[src/hdl/scedg_pkg.sv]
// ----------------------------------------------------------------------------
// scedg_pkg
// shared types and constants of the sphere carve edge density block
// ----------------------------------------------------------------------------
package scedg_pkg;

  localparam int SQRT_STEPS = 51;
  localparam int DIV_STEPS  = 16;
  localparam int GEO_STAGES = 8;

  localparam logic [16:0] ONE_Q16 = 17'h10000;

  typedef enum logic [1:0] {
    AXIS_X    = 2'd0,
    AXIS_Y    = 2'd1,
    AXIS_Z    = 2'd2,
    AXIS_NONE = 2'd3
  } axis_t;

  typedef enum logic [2:0] {
    REG_CENTER_X = 3'd0,
    REG_CENTER_Y = 3'd1,
    REG_CENTER_Z = 3'd2,
    REG_RADIUS   = 3'd3,
    REG_ISO      = 3'd4
  } reg_idx_t;

  typedef struct packed {
    logic signed [23:0] first_x;
    logic signed [23:0] first_y;
    logic signed [23:0] first_z;
    logic signed [23:0] second_x;
    logic signed [23:0] second_y;
    logic signed [23:0] second_z;
    logic signed [15:0] first_density;
    logic signed [15:0] second_density;
    logic               first_dug;
    logic               second_dug;
    logic [1:0]         edge_axis;
  } in_beat_t;

  typedef struct packed {
    logic signed [15:0] new_first_density;
    logic signed [15:0] new_second_density;
    logic               new_first_dug;
    logic               new_second_dug;
    logic               edited;
  } out_beat_t;

  // per-edge control carried along the pipe
  typedef struct packed {
    logic signed [15:0] d1;
    logic signed [15:0] d2;
    logic               dug1;
    logic               dug2;
    logic [1:0]         axis;
    logic               zdiv;
    logic               in1;
    logic               act;
  } meta_t;

  typedef struct packed {
    meta_t              meta;
    logic [49:0]        a;
    logic signed [50:0] h;
    logic [101:0]       disc;
  } geo_t;

  typedef struct packed {
    meta_t              meta;
    logic [49:0]        a;
    logic signed [50:0] h;
    logic [50:0]        s;
  } sq_t;

  typedef struct packed {
    meta_t       meta;
    logic [16:0] mu;
  } fr_t;

endpackage

[src/hdl/scedg_frac.sv]
// ----------------------------------------------------------------------------
// scedg_frac
// crossing numerator, clamp and pipelined divide to a Q0.16 fraction
// ----------------------------------------------------------------------------
module scedg_frac (
  input  logic           clk,
  input  logic           rst_n,
  input  logic           en,
  input  logic           in_vld,
  input  scedg_pkg::sq_t in_sq,
  output logic           out_vld,
  output scedg_pkg::fr_t out_fr
);
  import scedg_pkg::*;

  localparam int NST = DIV_STEPS + 3;

  logic [NST-1:0] vld_r;

  logic signed [52:0] num1_r;
  meta_t              meta1_r;
  logic [49:0]        a1_r;
  logic signed [52:0] nh_c;
  logic signed [52:0] sx_c;

  logic [49:0] rem_r  [DIV_STEPS+1];
  logic [15:0] q_r    [DIV_STEPS+1];
  logic [49:0] a_r    [DIV_STEPS+1];
  meta_t       meta_r [DIV_STEPS+1];
  logic        one_r  [DIV_STEPS+1];
  logic        za_r   [DIV_STEPS+1];

  fr_t out_r;

  always_comb begin
    nh_c = -53'(in_sq.h);
    sx_c = $signed({2'b0, in_sq.s});
  end

  always_ff @(posedge clk) begin
    if (!rst_n) begin
      vld_r <= '0;
    end else if (en) begin
      vld_r <= {vld_r[NST-2:0], in_vld};
    end
  end

  always_ff @(posedge clk) begin
    if (en) begin
      num1_r  <= in_sq.meta.in1 ? (nh_c + sx_c) : (nh_c - sx_c);
      meta1_r <= in_sq.meta;
      a1_r    <= in_sq.a;
      // clamp to [0, a]
      rem_r[0]  <= (num1_r[52] || num1_r >= $signed({3'b0, a1_r})) ? '0 : num1_r[49:0];
      one_r[0]  <= !num1_r[52] && (num1_r >= $signed({3'b0, a1_r}));
      za_r[0]   <= (a1_r == '0);
      q_r[0]    <= '0;
      a_r[0]    <= a1_r;
      meta_r[0] <= meta1_r;
      // fraction select
      out_r.meta <= meta_r[DIV_STEPS];
      if (za_r[DIV_STEPS]) begin
        out_r.mu <= '0;
      end else if (one_r[DIV_STEPS]) begin
        out_r.mu <= ONE_Q16;
      end else begin
        out_r.mu <= {1'b0, q_r[DIV_STEPS]};
      end
    end
  end

  for (genvar k = 1; k <= DIV_STEPS; k++) begin : g_div
    logic [50:0] trial;
    logic        ge;

    always_comb begin
      trial = {rem_r[k-1], 1'b0};
      ge    = trial >= {1'b0, a_r[k-1]};
    end

    always_ff @(posedge clk) begin
      if (en) begin
        rem_r[k]  <= ge ? 50'(trial - {1'b0, a_r[k-1]}) : trial[49:0];
        q_r[k]    <= {q_r[k-1][14:0], ge};
        a_r[k]    <= a_r[k-1];
        meta_r[k] <= meta_r[k-1];
        one_r[k]  <= one_r[k-1];
        za_r[k]   <= za_r[k-1];
      end
    end
  end

  assign out_vld = vld_r[NST-1];
  assign out_fr  = out_r;

endmodule

[config.mk]
export PLATFORM = sky130hd
export DESIGN_NAME = scedg_frac
export DESIGN_NICKNAME = d
export VERILOG_FILES = /design/src/hdl/scedg_pkg.sv /design/src/hdl/scedg_frac.sv
export SDC_FILE = /design/constraint.sdc
export NUM_CORES = 2
export LEC_CHECK = 0
export BUFFER_PORTS_ARGS = -buffer_cell sky130_fd_sc_hd__buf_4
export CORE_AREA = 2 2 424 741
export DETAILED_ROUTE_END_ITERATION = 10
export DIE_AREA = 0 0 426 743
export GPL_TIMING_DRIVEN = 0
export HOLD_SLACK_MARGIN = 0.06
export MAX_ROUTING_LAYER = met4
export PLACE_DENSITY_LB_ADDON = 0.08
export SLEW_MARGIN = 20
export SYNTH_ARGS = -nofsm -noshare
export SYNTH_HDL_FRONTEND = slang
export SYNTH_SLANG_ARGS = --single-unit
[constraint.sdc]
create_clock -name clk -period 5.4 [get_ports clk]
set_clock_uncertainty 0.05 [all_clocks]
set_input_delay 1.08 -clock clk [delete_from_list [all_inputs] [get_ports clk]]
set_output_delay 1.08 -clock clk [all_outputs]
set_load 0.005 [all_outputs]
# == Yosys cells after proc, flatten, opt, wreduce, memory -nomap -nowiden ==
# Memories as Yosys holds them, arrays and structs flattened. A register that Yosys moved wholly into a read port is not among the register bits.
# Index checks and enable logic that the tools add are counted.
# word_totals
input_bits,195
output_inout_bits,57
n_memories,6
elab_cells,81
ram_bits,2669
register_bits,178
# mem_list
name,words,word_bits,rd,rd_ports_with_merged_regs,wr,line,source
a_r,17,50,16,0,17,scedg_frac.sv:28,logic [49:0] a_r [DIV_STEPS+1];
rem_r,17,50,16,0,17,scedg_frac.sv:26,logic [49:0] rem_r [DIV_STEPS+1];
meta_r,17,39,17,1,17,scedg_frac.sv:29,meta_t meta_r [DIV_STEPS+1];
q_r,17,16,17,0,17,scedg_frac.sv:27,logic [15:0] q_r [DIV_STEPS+1];
one_r,17,1,17,0,17,scedg_frac.sv:30,logic one_r [DIV_STEPS+1];
za_r,17,1,17,0,17,scedg_frac.sv:31,logic za_r [DIV_STEPS+1];
# op_classes
add_sub_neg,19
mux,21
reduce_logical,5
magnitude_cmp,17
# ops
op,count
two-way mux 50 bit,17
>= comparator 51 x 50 -> 1 bit,16
subtractor 50 bit,16
adder 53 x 52 -> 53 bit,1
>= comparator 53 x 51 -> 1 bit,1
two-way mux 53 bit,1
negation 51 -> 53 bit,1
subtractor 53 x 52 -> 53 bit,1
logical NOT 50 bit,1
two-way mux 17 bit,1
two-way mux 1 bit,2
OR reduction 2 bit,1
logical AND 1 bit,1
logical NOT 1 bit,1
logical OR 1 bit,1

# == Longest topological paths before layout ==
# logic_depth
depth_word,3
mapped_depth,22
mapped_depth_nobuf,22

# == Least setup slack after synthesis ==
# OpenSTA, ideal clock, no wires.
# synth_path
path_kind,input to register
from,input port in_sq[61] in the netlist's numbering
to,register num1_r[50] (data pin)
setup_slack_ps,-397
path_buffers,0
t_required_ps,5087
arrival_ps,5484
setup_ps,263
stages,21
cell_sequence,or3_4 or4_4 or3_1 or3_1 or2_1 nand2b_1 nor3_2 nand2b_1 nor2_1 xnor2_1 ha_1 a21o_1 a21o_1 a21oi_1 nor2b_1 o21ai_0 nand2_1 a31oi_1 o21ai_1 a311oi_1 xnor2_1
# synth_between
elab_chain_cells,3
elab_cells_between_ends,4
classes_between,3 x add/sub; 1 x mux
# synth_lines
item,line,source
from (decl),scedg_frac.sv:10,"input scedg_pkg::sq_t in_sq,"
negation 51 -> 53 bit *,scedg_frac.sv:36,nh_c = -53'(in_sq.h);
subtractor 53 x 52 -> 53 bit / adder 53 x 52 -> 53 bit (equally long branches),scedg_frac.sv:50,num1_r <= in_sq.meta.in1 ? (nh_c + sx_c) : (nh_c - sx_c);
two-way mux 53 bit *,scedg_frac.sv:50,
to (signal assigned),scedg_frac.sv:50,
to (decl),scedg_frac.sv:20,logic signed [52:0] num1_r;
# Mark *: on every way between the ends. The rest lies on a longest branch, timed or not.
# A chain may end at the register's enable or synchronous reset.

==> run_summary.xml <==
<?xml version="1.0" encoding="UTF-8"?>
<metrics>
  <group name="floorplanning">
    <metric name="die_h" unit="um">743</metric>
    <metric name="pin_count" unit="">252</metric>
    <metric name="initial_utilization" unit="">0.448</metric>
    <metric name="rows" unit="">271</metric>
    <metric name="die_area" unit="um2">317000</metric>
    <metric name="core_region_area" unit="um2">311000</metric>
    <metric name="die-width" unit="um">426</metric>
  </group>
  <group name="synthesis">
    <metric name="syn_area_per_cell" unit="um2">11.5</metric>
    <metric name="synth_most_common_cell" unit="">sky130_fd_sc_hd__edfxtp_1</metric>
    <metric name="syn_nets" unit="">13233</metric>
    <metric name="synth_sequential_area_ratio" unit="">0.571</metric>
    <metric name="mappedNetlistArea" unit="um2">139000</metric>
    <metric name="ys_seq_elements" unit="">2650</metric>
    <metric name="synth-async-reset-ratio" unit="">0</metric>
    <metric name="synth_largest_type_area_fraction" unit="">0.568</metric>
    <metric name="number_of_enable_type_register_cells_in_the_synthesized_netlist" unit="">2631</metric>
    <metric name="netlist_instances" unit="">12119</metric>
    <metric name="ys_top_cells_by_count" unit="">2,631 x sky130_fd_sc_hd__edfxtp_1, 1,135 x sky130_fd_sc_hd__a21oi_1, 1,094 x sky130_fd_sc_hd__inv_1</metric>
    <metric name="synth_cell_type_count" unit="">95</metric>
    <metric name="most_area_consuming_cells_after_synthesis" unit="">sky130_fd_sc_hd__edfxtp_1 57%, sky130_fd_sc_hd__ha_1 8.1%, sky130_fd_sc_hd__a21oi_1 4.1%</metric>
    <metric name="yosys.area.top_type" unit="">sky130_fd_sc_hd__edfxtp_1</metric>
    <metric name="ys.flop_type" unit="">sky130_fd_sc_hd__edfxtp_1</metric>
    <metric name="yosysWarnings" unit="">0</metric>
  </group>
  <group name="run_status">
    <metric name="violations_in_the_final_reports" unit="">negative setup slack</metric>
    <metric name="status" unit="">finished, violations left</metric>
  </group>
  <group name="clocking">
    <metric name="clock-root-buffer" unit="">sky130_fd_sc_hd__clkbuf_16</metric>
    <metric name="worstSkewPairLatency" unit="ns">0.92</metric>
    <metric name="number_of_buffers_inserted_for_hold_repair_after_clock_tree_synthesis" unit="">0</metric>
    <metric name="ctsHtreeMaxLevel" unit="">5</metric>
    <metric name="clock_pin_slew_worst_setup_and_hold_paths" unit="ns">0.06</metric>
    <metric name="tritoncts" unit="">done</metric>
    <metric name="cts_made_buffers" unit="">270</metric>
    <metric name="clkSinkCount" unit="">2650</metric>
    <metric name="clock_path_buffers" unit="">4</metric>
  </group>
  <group name="sta">
    <metric name="setup_ws" unit="ns">-0.149</metric>
    <metric name="finalSetupTns" unit="ns">-3.33</metric>
    <metric name="setup_viol" unit="">61</metric>
    <metric name="finalCritPeriodShare" unit="">1.03</metric>
    <metric name="worst_slew_margin_rel" unit="">0.162</metric>
    <metric name="fmax" unit="GHz">0.180</metric>
    <metric name="final_number_of_hold_violating_endpoints" unit="">0</metric>
    <metric name="whs" unit="ns">0.295</metric>
    <metric name="slew_violations" unit="">0</metric>
    <metric name="grt_setup_unrepaired" unit="">true</metric>
    <metric name="tightestPinTransition" unit="ns">1.26</metric>
    <metric name="finalCriticalPeriod" unit="ns">5.55</metric>
  </group>
  <group name="grt">
    <metric name="pin_count_of_the_biggest_net_entering_global_routing" unit="">170</metric>
    <metric name="first_global_vias" unit="">100696</metric>
    <metric name="grt_first_pass_wirelength" unit="um">616000</metric>
    <metric name="gr-total-overflow" unit="">0</metric>
    <metric name="initial_antenna_violation_count" unit="">10</metric>
    <metric name="global_route.usage.total" unit="">0.275</metric>
  </group>
  <group name="worst_hold_path">
    <metric name="min_delay_path_depth" unit="">1</metric>
    <metric name="hold_path_startpoint" unit="">in_sq[186]</metric>
    <metric name="hold_path_end" unit="">meta1_r[34]</metric>
    <metric name="hold_path.class" unit="">input port to flip-flop</metric>
  </group>
  <group name="power">
    <metric name="power.leakage" unit="nW">62.3</metric>
    <metric name="power-per-cell-area" unit="nW/um2">565</metric>
    <metric name="worst_case_vdd_ir_drop" unit="V">0.000413</metric>
  </group>
  <group name="cells_and_area">
    <metric name="post_layout_nonfiller_instances" unit="">17089</metric>
    <metric name="area_growth_from_synthesis_to_layout" unit="%">13.0</metric>
    <metric name="finish.net_count" unit="">13820</metric>
    <metric name="postLayoutCoreUtil" unit="">0.506</metric>
    <metric name="layout_cell_share_with_drive_strength_beyond_1" unit="">0.0812</metric>
  </group>
  <group name="worst_setup_path">
    <metric name="critPathKind" unit="">flip-flop to flip-flop</metric>
    <metric name="worst-endpoint-required" unit="ns">5.98</metric>
    <metric name="kind_of_end_point_of_the_critical_path" unit="">flip-flop</metric>
    <metric name="r2r_cells" unit="">12</metric>
    <metric name="reg2reg_slack" unit="ns">-0.15</metric>
    <metric name="critPathArrivalTime" unit="ns">6.13</metric>
    <metric name="rr_endpoint" unit="">rem_r[0][197]</metric>
    <metric name="setup.worst_path.start_class" unit="">flip-flop</metric>
    <metric name="worst_reg2reg_path_startpoint" unit="">rem_r[0][147]</metric>
    <metric name="worst_path_fanout_max" unit="">10</metric>
  </group>
  <group name="drt">
    <metric name="route.detailed.vias_per_inst" unit="">5.52</metric>
    <metric name="antenna_left" unit="">0</metric>
    <metric name="drt_wl_total" unit="um">427000</metric>
    <metric name="num_vias" unit="">94324</metric>
    <metric name="route.detailed.drc" unit="">0</metric>
    <metric name="first_iter_violations" unit="">5128</metric>
    <metric name="drt_pass1_iterations" unit="">6</metric>
    <metric name="detail_route.wl_per_cell" unit="um">25.0</metric>
  </group>
  <group name="placed_design">
    <metric name="io_buffer_count" unit="">251</metric>
    <metric name="globalplace.congestion" unit="">1.01</metric>
    <metric name="placed_cell_count" unit="">16517</metric>
    <metric name="post-dp-hpwl" unit="um">344000</metric>
  </group>
  <group name="run">
    <metric name="max_cap_viol_count" unit="">0</metric>
  </group>
</metrics>
## cell usage in the layout (no fill, tap or decap), types with 359 or more instances in the layout
cell                          n
sky130_fd_sc_hd__o21ai_0    500
sky130_fd_sc_hd__a21oi_1   1123
sky130_fd_sc_hd__nor2_1     733
sky130_fd_sc_hd__a21o_1     436
sky130_fd_sc_hd__xnor2_1    446
sky130_fd_sc_hd__inv_1     1093
sky130_fd_sc_hd__ha_1       899
sky130_fd_sc_hd__edfxtp_1  2631
sky130_fd_sc_hd__nand2_1    868
sky130_fd_sc_hd__xor2_1     359
## cell type report
cell class                 count  area [um2]
antenna                       83         208
buffer                       356        1560
clock buffer                 316        7010
clock inverter               161        1630
fill                       27106      153000
inverter                    1097        4120
multi-input combinational   8008       55200
sequential                  2650       79400
tap                         4095        5120
timing repair buffer         323        2940
## logic make-up (layout without fill, tap and decap cells)
| kind of cell | count (synthesis) | in the layout | share of synthesized area |
|---|---|---|---|
| AOI/OAI and AO/OA | 3252 | 3252 | 0.143 |
| and+or+nand+nor | 2839 | 2839 | 0.0972 |
| DFF | 2650 | 2650 | 0.571 |
| buffers and inverters | 1461 | 2253 | 0.0398 |
| adders and majority gates | 919 | 919 | 0.0835 |
| xor gates and xnor gates | 806 | 806 | 0.0508 |
| muxes | 192 | 192 | 0.0153 |
| other | 0 | 83 | 0 |
## metrics by stage
stage               cell area (um2)  total power [mW]  setup WS [ns]
global route                 157000              93.8        -0.0617
CTS                          157000              89.1       0.000549
global placement             146000              69.9         -21.12
finish                       157000              88.8         -0.149
detailed placement           148000              69.8          -1.65
floorplan                    139000              55.6         -0.169
## state kept, by name, summed over array words and instances (netlist names)
register / cells
meta1_r: 39
rem_r: 800
num1_r: 53
a_r: 800
za_r: 17
a1_r: 50
out_fr: 56
meta_r: 663
vld_r: 19
one_r: 17
q_r: 136
## per-layer routing
metal | part of all wire | vias to the layer above | GRT usage
met5 | 0 | - | -
met4 | 0.13 | 0 | 0.296
met3 | 0.023 | 1440 | 0.0244
met2 | 0.60 | 2310 | 0.568
met1 | 0.25 | 44906 | 0.174
li1 | - | 45668 | -
## worst max-delay path, cell delays in order (launching register included)
cell	delay (ns)
sky130_fd_sc_hd__edfxtp_1	0.39
sky130_fd_sc_hd__ha_1	0.37
sky130_fd_sc_hd__nand2_1	0.09
sky130_fd_sc_hd__nor2_2	0.30
sky130_fd_sc_hd__nand4_1	0.69
sky130_fd_sc_hd__nor4_1	0.46
sky130_fd_sc_hd__nand4_1	0.96
sky130_fd_sc_hd__o21ai_2	0.54
sky130_fd_sc_hd__a31oi_2	0.09
sky130_fd_sc_hd__buf_4	0.22
sky130_fd_sc_hd__clkbuf_2	0.33
sky130_fd_sc_hd__clkbuf_4	0.42
sky130_fd_sc_hd__a22o_1	0.31
## worst max-delay path by stage
stage / from / endpoint / cells after the start
CTS: in_sq[61] / num1_r[51] / 21
global placement: en / vld_r[8] / 5
detailed placement: rem_r[0][655] / rem_r[0][738] / 14
finish: rem_r[0][147] / rem_r[0][197] / 12
global route: in_sq[61] / num1_r[51] / 20
floorplan: in_sq[61] / num1_r[50] / 21
## repair_timing
item	4_1_cts	5_1_grt
gates resized for setup	125	48
pin swaps	12	9
buffers inserted	11	9
endpoints found under the setup margin	723	150
## power by group
part | internal, mW | total (mW) | switching [mW]
clock network | 10.6 | 18.8 | 8.14
logic | 14.2 | 39.6 | 25.4
registers | 28.4 | 30.5 | 2.07
total | 53.2 | 88.8 | 35.6
No activity file was read; power rests on OpenSTA's default activity.
