File: src/hdl/scedg_pkg.sv
// ----------------------------------------------------------------------------
// scedg_pkg
// shared types and constants of the sphere carve edge density block
// ----------------------------------------------------------------------------
package scedg_pkg;

  localparam int SQRT_STEPS = 51;
  localparam int DIV_STEPS  = 16;
  localparam int GEO_STAGES = 8;

  localparam logic [16:0] ONE_Q16 = 17'h10000;

  typedef enum logic [1:0] {
    AXIS_X    = 2'd0,
    AXIS_Y    = 2'd1,
    AXIS_Z    = 2'd2,
    AXIS_NONE = 2'd3
  } axis_t;

  typedef enum logic [2:0] {
    REG_CENTER_X = 3'd0,
    REG_CENTER_Y = 3'd1,
    REG_CENTER_Z = 3'd2,
    REG_RADIUS   = 3'd3,
    REG_ISO      = 3'd4
  } reg_idx_t;

  typedef struct packed {
    logic signed [23:0] first_x;
    logic signed [23:0] first_y;
    logic signed [23:0] first_z;
    logic signed [23:0] second_x;
    logic signed [23:0] second_y;
    logic signed [23:0] second_z;
    logic signed [15:0] first_density;
    logic signed [15:0] second_density;
    logic               first_dug;
    logic               second_dug;
    logic [1:0]         edge_axis;
  } in_beat_t;

  typedef struct packed {
    logic signed [15:0] new_first_density;
    logic signed [15:0] new_second_density;
    logic               new_first_dug;
    logic               new_second_dug;
    logic               edited;
  } out_beat_t;

  // per-edge control carried along the pipe
  typedef struct packed {
    logic signed [15:0] d1;
    logic signed [15:0] d2;
    logic               dug1;
    logic               dug2;
    logic [1:0]         axis;
    logic               zdiv;
    logic               in1;
    logic               act;
  } meta_t;

  typedef struct packed {
    meta_t              meta;
    logic [49:0]        a;
    logic signed [50:0] h;
    logic [101:0]       disc;
  } geo_t;

  typedef struct packed {
    meta_t              meta;
    logic [49:0]        a;
    logic signed [50:0] h;
    logic [50:0]        s;
  } sq_t;

  typedef struct packed {
    meta_t       meta;
    logic [16:0] mu;
  } fr_t;

endpackage

File: src/hdl/scedg_dens.sv
// ----------------------------------------------------------------------------
// scedg_dens
// new density from the crossing fraction, pipelined divide and saturation
// ----------------------------------------------------------------------------
module scedg_dens (
  input  logic                 clk,
  input  logic                 rst_n,
  input  logic                 en,
  input  logic                 in_vld,
  input  scedg_pkg::fr_t       in_fr,
  input  logic signed [15:0]   iso,
  output logic                 out_vld,
  output scedg_pkg::out_beat_t out_beat
);
  import scedg_pkg::*;

  localparam int NST = DIV_STEPS + 5;

  logic [NST-1:0] vld_r;

  // stage 1
  logic [16:0]        f_c;
  logic [16:0]        f1_r;
  logic signed [15:0] oth1_r;
  meta_t              meta1_r;
  // stage 2
  logic signed [33:0] prod2_r;
  logic [16:0]        dm2_r;
  logic               den02_r;
  meta_t              meta2_r;
  // stage 3
  logic signed [34:0] num3_r;
  logic [16:0]        dm3_r;
  logic               den03_r;
  meta_t              meta3_r;
  logic signed [34:0] nabs_c;

  // divide chain
  logic [17:0] rem_r  [DIV_STEPS+1];
  logic [15:0] low_r  [DIV_STEPS+1];
  logic [15:0] q_r    [DIV_STEPS+1];
  logic [16:0] dm_r   [DIV_STEPS+1];
  logic        ovf_r  [DIV_STEPS+1];
  logic        qneg_r [DIV_STEPS+1];
  logic        den0_r [DIV_STEPS+1];
  meta_t       meta_r [DIV_STEPS+1];

  logic signed [15:0] v_c;
  meta_t              mf;
  out_beat_t          res_c;
  out_beat_t          out_r;

  always_comb begin
    if (in_fr.meta.axis == AXIS_NONE) begin
      f_c = '0;
    end else if (!in_fr.meta.dug1) begin
      f_c = in_fr.mu;
    end else begin
      f_c = ONE_Q16 - in_fr.mu;
    end
  end

  assign nabs_c = num3_r[34] ? -num3_r : num3_r;

  always_ff @(posedge clk) begin
    if (!rst_n) begin
      vld_r <= '0;
    end else if (en) begin
      vld_r <= {vld_r[NST-2:0], in_vld};
    end
  end

  always_ff @(posedge clk) begin
    if (en) begin
      f1_r    <= f_c;
      oth1_r  <= in_fr.meta.dug1 ? in_fr.meta.d1 : in_fr.meta.d2;
      meta1_r <= in_fr.meta;

      prod2_r <= oth1_r * $signed({1'b0, f1_r});
      dm2_r   <= ONE_Q16 - f1_r;
      den02_r <= (f1_r == ONE_Q16);
      meta2_r <= meta1_r;

      num3_r  <= 35'(prod2_r) - (35'(iso) <<< 16);
      dm3_r   <= dm2_r;
      den03_r <= den02_r;
      meta3_r <= meta2_r;

      // divisor is negative, so the quotient is negative for a positive numerator
      rem_r[0]  <= {1'b0, nabs_c[32:16]};
      low_r[0]  <= nabs_c[15:0];
      q_r[0]    <= '0;
      dm_r[0]   <= dm3_r;
      ovf_r[0]  <= nabs_c[33:0] >= {1'b0, dm3_r, 16'b0};
      qneg_r[0] <= !num3_r[34] && (num3_r != '0);
      den0_r[0] <= den03_r;
      meta_r[0] <= meta3_r;

      out_r <= res_c;
    end
  end

  for (genvar k = 1; k <= DIV_STEPS; k++) begin : g_div
    logic [17:0] trial;
    logic        ge;

    always_comb begin
      trial = {rem_r[k-1][16:0], low_r[k-1][15]};
      ge    = trial >= {1'b0, dm_r[k-1]};
    end

    always_ff @(posedge clk) begin
      if (en) begin
        rem_r[k]  <= ge ? (trial - {1'b0, dm_r[k-1]}) : trial;
        low_r[k]  <= {low_r[k-1][14:0], 1'b0};
        q_r[k]    <= {q_r[k-1][14:0], ge};
        dm_r[k]   <= dm_r[k-1];
        ovf_r[k]  <= ovf_r[k-1];
        qneg_r[k] <= qneg_r[k-1];
        den0_r[k] <= den0_r[k-1];
        meta_r[k] <= meta_r[k-1];
      end
    end
  end

  always_comb begin
    mf = meta_r[DIV_STEPS];
    if (qneg_r[DIV_STEPS]) begin
      if (ovf_r[DIV_STEPS] || q_r[DIV_STEPS] > 16'd32768) begin
        v_c = -16'sd32768;
      end else begin
        v_c = $signed(16'(-q_r[DIV_STEPS]));
      end
    end else begin
      if (ovf_r[DIV_STEPS] || q_r[DIV_STEPS] > 16'd32767) begin
        v_c = 16'sd32767;
      end else begin
        v_c = $signed(q_r[DIV_STEPS]);
      end
    end
    res_c.new_first_density  = mf.d1;
    res_c.new_second_density = mf.d2;
    res_c.new_first_dug      = mf.dug1;
    res_c.new_second_dug     = mf.dug2;
    res_c.edited             = mf.act;
    if (mf.act) begin
      if (!mf.dug1) begin
        res_c.new_first_dug = 1'b1;
        if (!mf.zdiv && !den0_r[DIV_STEPS]) begin
          res_c.new_first_density = v_c;
        end
      end else begin
        res_c.new_second_dug = 1'b1;
        if (!mf.zdiv && !den0_r[DIV_STEPS]) begin
          res_c.new_second_density = v_c;
        end
      end
    end
  end

  assign out_vld  = vld_r[NST-1];
  assign out_beat = out_r;

endmodule

File: config.mk
export PLATFORM = sky130hd
export DESIGN_NAME = scedg_dens
export DESIGN_NICKNAME = d
export VERILOG_FILES = /design/src/hdl/scedg_pkg.sv /design/src/hdl/scedg_dens.sv
export SDC_FILE = /design/constraint.sdc
export NUM_CORES = 2
export LEC_CHECK = 0
export BUFFER_PORTS_ARGS = -buffer_cell sky130_fd_sc_hd__buf_4
export CAP_MARGIN = 40
export CORE_MARGIN = 1
export CORE_UTILIZATION = 40
export CTS_CLUSTER_DIAMETER = 80
export DETAILED_ROUTE_END_ITERATION = 10
export PLACE_DENSITY = 0.52
export SYNTH_ARGS = -nofsm -noshare
export SYNTH_HDL_FRONTEND = slang
export SYNTH_SLANG_ARGS = --single-unit
File: constraint.sdc
create_clock -name clk -period 16.7 [get_ports clk]
set_input_delay 0.835 -clock clk [delete_from_list [all_inputs] [get_ports clk]]
set_output_delay 0.835 -clock clk [all_outputs]
set_load 0.02 [all_outputs]
Yosys cells after proc, flatten, opt, wreduce, memory -nomap -nowiden
Memory sizes are Yosys's and may differ from the RTL's.
Index checks and enable logic that the tools add are counted.
W data, S select, Z words.
Storage, ports and cells
  RAM bits: 1853
  memories kept: 8
  register bits after elaboration: 311
  word-level logic and storage cells: 127
  input bits: 76
Operators by class
  $mul: 1
  $add $sub $neg: 21
  muxes and demuxes: 30
  reductions and logical operators: 8
  $lt $le $gt $ge: 19
  equality and inequality tests: 2
Memories
  meta_r: depth 17, bits a word 39, rd ports 17, clocked after memory_dff 0, write ports 17, line scedg_dens.sv:46  | meta_t meta_r [DIV_STEPS+1];
  rem_r: depth 17, bits a word 18, rd ports 16, clocked after memory_dff 0, write ports 17, line scedg_dens.sv:39  | logic [17:0] rem_r [DIV_STEPS+1];
  dm_r: depth 17, bits a word 17, rd ports 16, clocked after memory_dff 0, write ports 17, line scedg_dens.sv:42  | logic [16:0] dm_r [DIV_STEPS+1];
  low_r: depth 17, bits a word 16, rd ports 16, clocked after memory_dff 0, write ports 17, line scedg_dens.sv:40  | logic [15:0] low_r [DIV_STEPS+1];
  q_r: depth 17, bits a word 16, rd ports 17, clocked after memory_dff 0, write ports 17, line scedg_dens.sv:41  | logic [15:0] q_r [DIV_STEPS+1];
  den0_r: depth 17, bits a word 1, rd ports 17, clocked after memory_dff 0, write ports 17, line scedg_dens.sv:45  | logic den0_r [DIV_STEPS+1];
  2 more memories
Operators with widths (count)
  $ge A18 B17 Y1: 16
  $mux W18: 16
  $sub A18 B17 Y18: 16
  $mux W16: 8
  $mux W34: 2
  $reduce_bool A35 Y1: 1
  $sub A34 B32 Y35: 1
  $ge A34 B33 Y1: 1
  $mul A16 B18 Y34: 1
  $neg A34 Y34: 1
  $sub A17 B17 Y17 const A: 2
  $eq A17 B17 Y1 const B: 1
  $mux W17: 1
  $gt A16 B15 Y1 const B: 1
  $gt A16 B16 Y1 const B: 1
  $neg A16 Y16: 1
  $logic_not A1 Y1: 3
  $mux W1: 3
  $eq A2 B2 Y1 const B: 1
  $logic_and A1 B1 Y1: 2
  $logic_or A1 B1 Y1: 2

Depth between registers and ports, before layout
An unclocked memory read counts as a cell.
  word-level depth: 8
  depth in mapped cells: 25

Worst setup path after synthesis
No wires, ideal clock.
  path kind: register to register
  from: register f1_r[12]
  to: register prod2_r[32] (data pin)
  path slack: 10.551 ns
  clock period less this slack: 6.149 ns
  buffers on the path: 3
  data arrival time: 5.891 ns
  stages on the path, launching flop included: 23
  cell sequence: edfxtp_1 > clkbuf_1 > clkbuf_1 > nand2_1 > fa_1 > fa_1 > inv_1 > fa_1 > fa_1 > fa_1 > inv_1 > fa_1 > inv_1 > ha_1 > clkbuf_1 > a2111oi_0 > o21ai_0 > o21ai_0 > o2bb2ai_1 > o41ai_1 > o21ai_0 > a21oi_1 > xnor2_1
On the way
  word-level cells in the longest chain between the ends: 1
RTL lines
  start: declaration: line scedg_dens.sv:23  | logic [16:0] f1_r;
  start signal: assignment: line scedg_dens.sv:75  | f1_r <= f_c;
  $mul A16 B18 Y34: line scedg_dens.sv:79  | prod2_r <= oth1_r * $signed({1'b0, f1_r});
  end signal: assignment: line scedg_dens.sv:79
  end: declaration: line scedg_dens.sv:27  | logic signed [33:0] prod2_r;
Every way passes these cells.
A chain may end at the register's enable or synchronous reset.

Worst setup path in the final report
  from: register oth1_r[7]
  to: register prod2_r[33] (data pin)
On the way
  word-level cells in the longest chain between the ends: 1
RTL lines
  start: declaration: line scedg_dens.sv:24  | logic signed [15:0] oth1_r;
  start signal: assignment: line scedg_dens.sv:76  | oth1_r <= in_fr.meta.dug1 ? in_fr.meta.d1 : in_fr.meta.d2;
  $mul A16 B18 Y34: line scedg_dens.sv:79
Every way passes these cells.

==> tab_implementation.tex <==
\begin{tabular}{lr}
\hline
Metric & Value \\
\hline
\multicolumn{2}{l}{\textbf{Status}} \\
\quad Run status & complete, no violations \\
\multicolumn{2}{l}{\textbf{Layout}} \\
\quad Share of layout cells above drive strength 1 & 10.62\% \\
\quad Layout net count & 6,707 \\
\quad Post-route insts no fill & 8,819 \\
\quad Syn-to-layout area delta & 13.02\% \\
\multicolumn{2}{l}{\textbf{STA}} \\
\quad Total of endpoints with negative setup slack in the final report & 0 \\
\quad Fin Setup TNS & 0 ps \\
\quad Least-Margin Pin Slew & 1076 ps \\
\quad Max-Slew Margin vs Limit & 28.28\% \\
\quad Count of endpoints failing hold in the final timing report & 0 \\
\quad Final clock skew & 64.76 ps \\
\quad Maximum operating frequency & 143.0 MHz \\
\quad Max Transition Viols Final & 0 \\
\quad Share of the cycle needed by the critical path after routing & 41.86\% \\
\quad Tmin final & 6991 ps \\
\quad Unrepaired setup endpoints after global routing & false \\
\multicolumn{2}{l}{\textbf{Synth}} \\
\quad Total standard cell area after synthesis & 82,240 µm² \\
\quad Cell count after synthesis & 5,729 \\
\quad Net Count, Synth & 6,466 \\
\quad Area contributors post-synth & sky130\_fd\_sc\_hd\_\_edfxtp\_1, sky130\_fd\_sc\_hd\_\_ha\_1, sky130\_fd\_sc\_hd\_\_fa\_1 \\
\quad Post-synthesis sequential area ratio & 64.78\% \\
\quad Number of enable-type register cells in the synthesized netlist & 1,760 \\
\quad Cell taking the most area after synthesis & sky130\_fd\_sc\_hd\_\_edfxtp\_1 \\
\quad Most used flip-flop cell after synthesis & sky130\_fd\_sc\_hd\_\_edfxtp\_1 \\
\quad Async set-reset flop share out of synthesis & 0\% \\
\quad Synth warnings & 0 \\
\quad Top cells by instance count after synthesis & sky130\_fd\_sc\_hd\_\_edfxtp\_1, sky130\_fd\_sc\_hd\_\_inv\_1, sky130\_fd\_sc\_hd\_\_ha\_1 \\
\quad Mean post-synth cell area & 14.35 µm² \\
\quad Most common cell in the netlist & sky130\_fd\_sc\_hd\_\_edfxtp\_1 \\
\quad Count of distinct cell types in the synthesized netlist & 78 \\
\quad Total of flip-flops plus latches after synthesis & 1,781 \\
\quad Proportion of netlist area held by the largest area contributor & 64.26\% \\
\multicolumn{2}{l}{\textbf{CTS}} \\
\quad Clock transition time at the flip-flop clock pins of the worst setup and hold paths & 60 ps \\
\quad Number of hold buffers added after cts & 0 \\
\quad CTS tree & done \\
\quad Number of buffers inserted during clock tree synthesis & 188 \\
\quad Buffer depth of the longest clock path & 3 \\
\quad Number of post-CTS setup repair buffers & 0 \\
\quad Sink count of the clock tree & 1,781 \\
\quad Worst-Skew Late Latency & 830 ps \\
\quad CTS HTree Levels & 4 \\
\quad Number of gates given a new drive strength after cts & 0 \\
\quad Root buffer cell & sky130\_fd\_sc\_hd\_\_clkbuf\_16 \\
\multicolumn{2}{l}{\textbf{Critical path}} \\
\quad Cell family with the largest share of critical-path delay & adder cells \\
\quad Peak per-stage delay on the critical path & 890 ps \\
\quad Kind of capture point of the worst setup path & flop \\
\quad Most frequent cell on the critical path & sky130\_fd\_sc\_hd\_\_fa\_1 \\
\quad Worst-path fanout max & 17 \\
\quad Crit path DAT & 7540 ps \\
\quad Crit path required time & 17,250 ps \\
\quad WP buf/inv & 5 \\
\quad Startpoint-to-endpoint class of the critical path & reg -> reg \\
\quad Sequence of cells on the critical path & nand2\_1 > fa\_1 > inv\_1 > fa\_1 > inv\_1 > fa\_1 > inv\_1 > fa\_1 > fa\_1 > inv\_1 > fa\_1 > inv\_1 > ha\_1 > nand2\_1 > o21ai\_0 > nor4\_1 > o311ai\_0 > a31oi\_1 > o21ai\_0 > xnor2\_1 \\
\quad Sort of element at the start of the critical path & flop \\
\quad Critical-path cell with the highest stage delay & sky130\_fd\_sc\_hd\_\_edfxtp\_1 \\
\multicolumn{2}{l}{\textbf{Routing}} \\
\quad Via Count & 43,042 \\
\quad Length of the first detailed-routing pass in iterations & 5 \\
\quad Final wirelength & 143,100 µm \\
\quad DRC & 0 \\
\quad Drt initial violations & 2,388 \\
\quad Number of nets with antenna violations after routing & 0 \\
\quad Wire per inst & 16.22 µm \\
\quad Vias/cell & 4.881 \\
\multicolumn{2}{l}{\textbf{Power and ir drop}} \\
\quad Peak supply drop & 0.3793 mV \\
\quad Leakage & 36.18 nW \\
\quad Pwr Density & 204.7 nW/µm² \\
\quad Overall power of the completed layout & 19.03 mW \\
\multicolumn{2}{l}{\textbf{Placement}} \\
\quad Placer Congestion & 0.8666 \\
\quad Number of placed instances, taps included & 8,468 \\
\quad Post-DP HPWL & 100,500 µm \\
\quad Port bufs & 110 \\
\multicolumn{2}{l}{\textbf{Die}} \\
\quad Total Die Area & 207,400 µm² \\
\quad Floorplan die height & 455.4 µm \\
\quad Die X & 455.4 µm \\
\quad Num rows & 166 \\
\quad Effective utilization at floorplan & 40.24\% \\
\quad I/O pins & 112 \\
\quad Standard cell core area & 204,400 µm² \\
\multicolumn{2}{l}{\textbf{Global route}} \\
\quad Number of antenna violations at the first check in global routing & 2 \\
\quad First-pass GRT wire length & 233,000 µm \\
\quad Number of global-route vias before repair & 44,467 \\
\quad Tot GR Track Use & 13.90\% \\
\quad Remaining global-route overflow & 0 \\
\quad Largest net degree at the start of global routing & 196 \\
\multicolumn{2}{l}{\textbf{Job}} \\
\quad Max\_cap viols & 0 \\
\multicolumn{2}{l}{\textbf{Worst hold path}} \\
\quad Worst Hold Class & in -> reg \\
\hline
\end{tabular}
[placed cells by master, fill, tap and decap left out, types with 36 or more instances in the layout]
cell type                   Yosys  routed
sky130_fd_sc_hd__or3_1         48      48
sky130_fd_sc_hd__and2_1       128     128
sky130_fd_sc_hd__a21oi_1      255     253
sky130_fd_sc_hd__nand2_1      373     373
sky130_fd_sc_hd__inv_1        636     636
sky130_fd_sc_hd__a21o_1       110     110
sky130_fd_sc_hd__nand2b_1      44      44
sky130_fd_sc_hd__clkbuf_16      0     190
sky130_fd_sc_hd__xor2_1       102     102
sky130_fd_sc_hd__edfxtp_1    1760    1760
sky130_fd_sc_hd__nor2_1       220     220
sky130_fd_sc_hd__o21ai_0      218     217
sky130_fd_sc_hd__nor3_1        74      74
sky130_fd_sc_hd__mux2i_1       51      51
sky130_fd_sc_hd__nand3_1       53      53
sky130_fd_sc_hd__fa_1         224     224
sky130_fd_sc_hd__mux2_2       182     182
sky130_fd_sc_hd__nor2b_1       71      71
sky130_fd_sc_hd__xnor2_1      188     188
sky130_fd_sc_hd__nand4_1       44      44
sky130_fd_sc_hd__clkbuf_1      90      44
sky130_fd_sc_hd__clkinv_1       1      45
sky130_fd_sc_hd__ha_1         437     437
sky130_fd_sc_hd__clkinv_2       0      36
sky130_fd_sc_hd__buf_4          1     129
[final cells by class]
class	instances	area, µm²
fillers	18049	111400
flip-flops and latches	1781	53270
multi-input cells	3193	26110
clock buffers	235	4927
well taps	2688	3363
inverters	638	2395
repair buffers	168	1793
clock inverters	114	1084
diodes	2	5.005
[worst reg2reg max path, cell delays in order (launching register included)]
cell and delay, ps:
sky130_fd_sc_hd__edfxtp_1 890, sky130_fd_sc_hd__nand2_1 200, sky130_fd_sc_hd__fa_1 570, sky130_fd_sc_hd__inv_1 50
sky130_fd_sc_hd__fa_1 490, sky130_fd_sc_hd__inv_1 50, sky130_fd_sc_hd__fa_1 520, sky130_fd_sc_hd__inv_1 50
sky130_fd_sc_hd__fa_1 490, sky130_fd_sc_hd__fa_1 500, sky130_fd_sc_hd__inv_1 50, sky130_fd_sc_hd__fa_1 470
sky130_fd_sc_hd__inv_1 40, sky130_fd_sc_hd__ha_1 360, sky130_fd_sc_hd__nand2_1 60, sky130_fd_sc_hd__o21ai_0 390
sky130_fd_sc_hd__nor4_1 180, sky130_fd_sc_hd__o311ai_0 710, sky130_fd_sc_hd__a31oi_1 270, sky130_fd_sc_hd__o21ai_0 280
sky130_fd_sc_hd__xnor2_1 110
[cell families after synthesis]
logic type / count (synthesis) / share of synthesized area (%)
buf+inv: 755 / 3.483
fa+ha+maj: 661 / 12.10
compound gates: 864 / 6.621
xor+xnor: 290 / 3.088
flops: 1781 / 64.78
mux: 233 / 3.113
simple gates: 1145 / 6.817
[worst paths after layout]
kind	from	endpoint	slack (ps)	cells after the start
worst min register to register	meta3_r[25]	meta_r[0][25]	360	0
worst max register to register	oth1_r[7]	prod2_r[33]	9710	20
worst max-delay path	oth1_r[7]	prod2_r[33]	9710	20
worst min-delay path	in_fr[19]	meta1_r[2]	180	1
[per-layer routing]
| metal | vias up | global-route usage [%] | wire length (µm) |
|---|---|---|---|
| met1 | 20919 | 16.42 | 59740 |
| li1 | 21203 | - | - |
| met4 | 0 | 5.836 | 5451 |
| met3 | 299 | 2.300 | 4550 |
| met2 | 621 | 24.93 | 73310 |
| met5 | - | 0 | 0 |
[power breakdown]
part           internal [mW]  leakage, nW  switching [mW]
logic                   3.70         15.9            4.83
clock network           2.25         2.91            1.72
registers               6.16         17.4           0.370
total                   12.1         36.2            6.91
[per-stage QoR]
stage	area (µm²)	hold slack, ps	utilization, %	worst slack, ps
after floorplan	82240	400.3	-	10550
after global placement	86220	400.4	42.19	9681
after detailed placement	86930	404.5	42.54	9757
after CTS	92950	97.64	45.48	9735
after global routing	92950	114.6	45.48	9213
final	92950	182.2	45.48	9709
[sequential cells by signal, summed over array words and instances, names as in the netlist, 36 cells and up]
register / cells
low_r: 136
rem_r: 272
meta_r: 612
meta1_r: 36
meta3_r: 36
dm_r: 272
meta2_r: 36
q_r: 136
(Power assumes the default switching activity.)
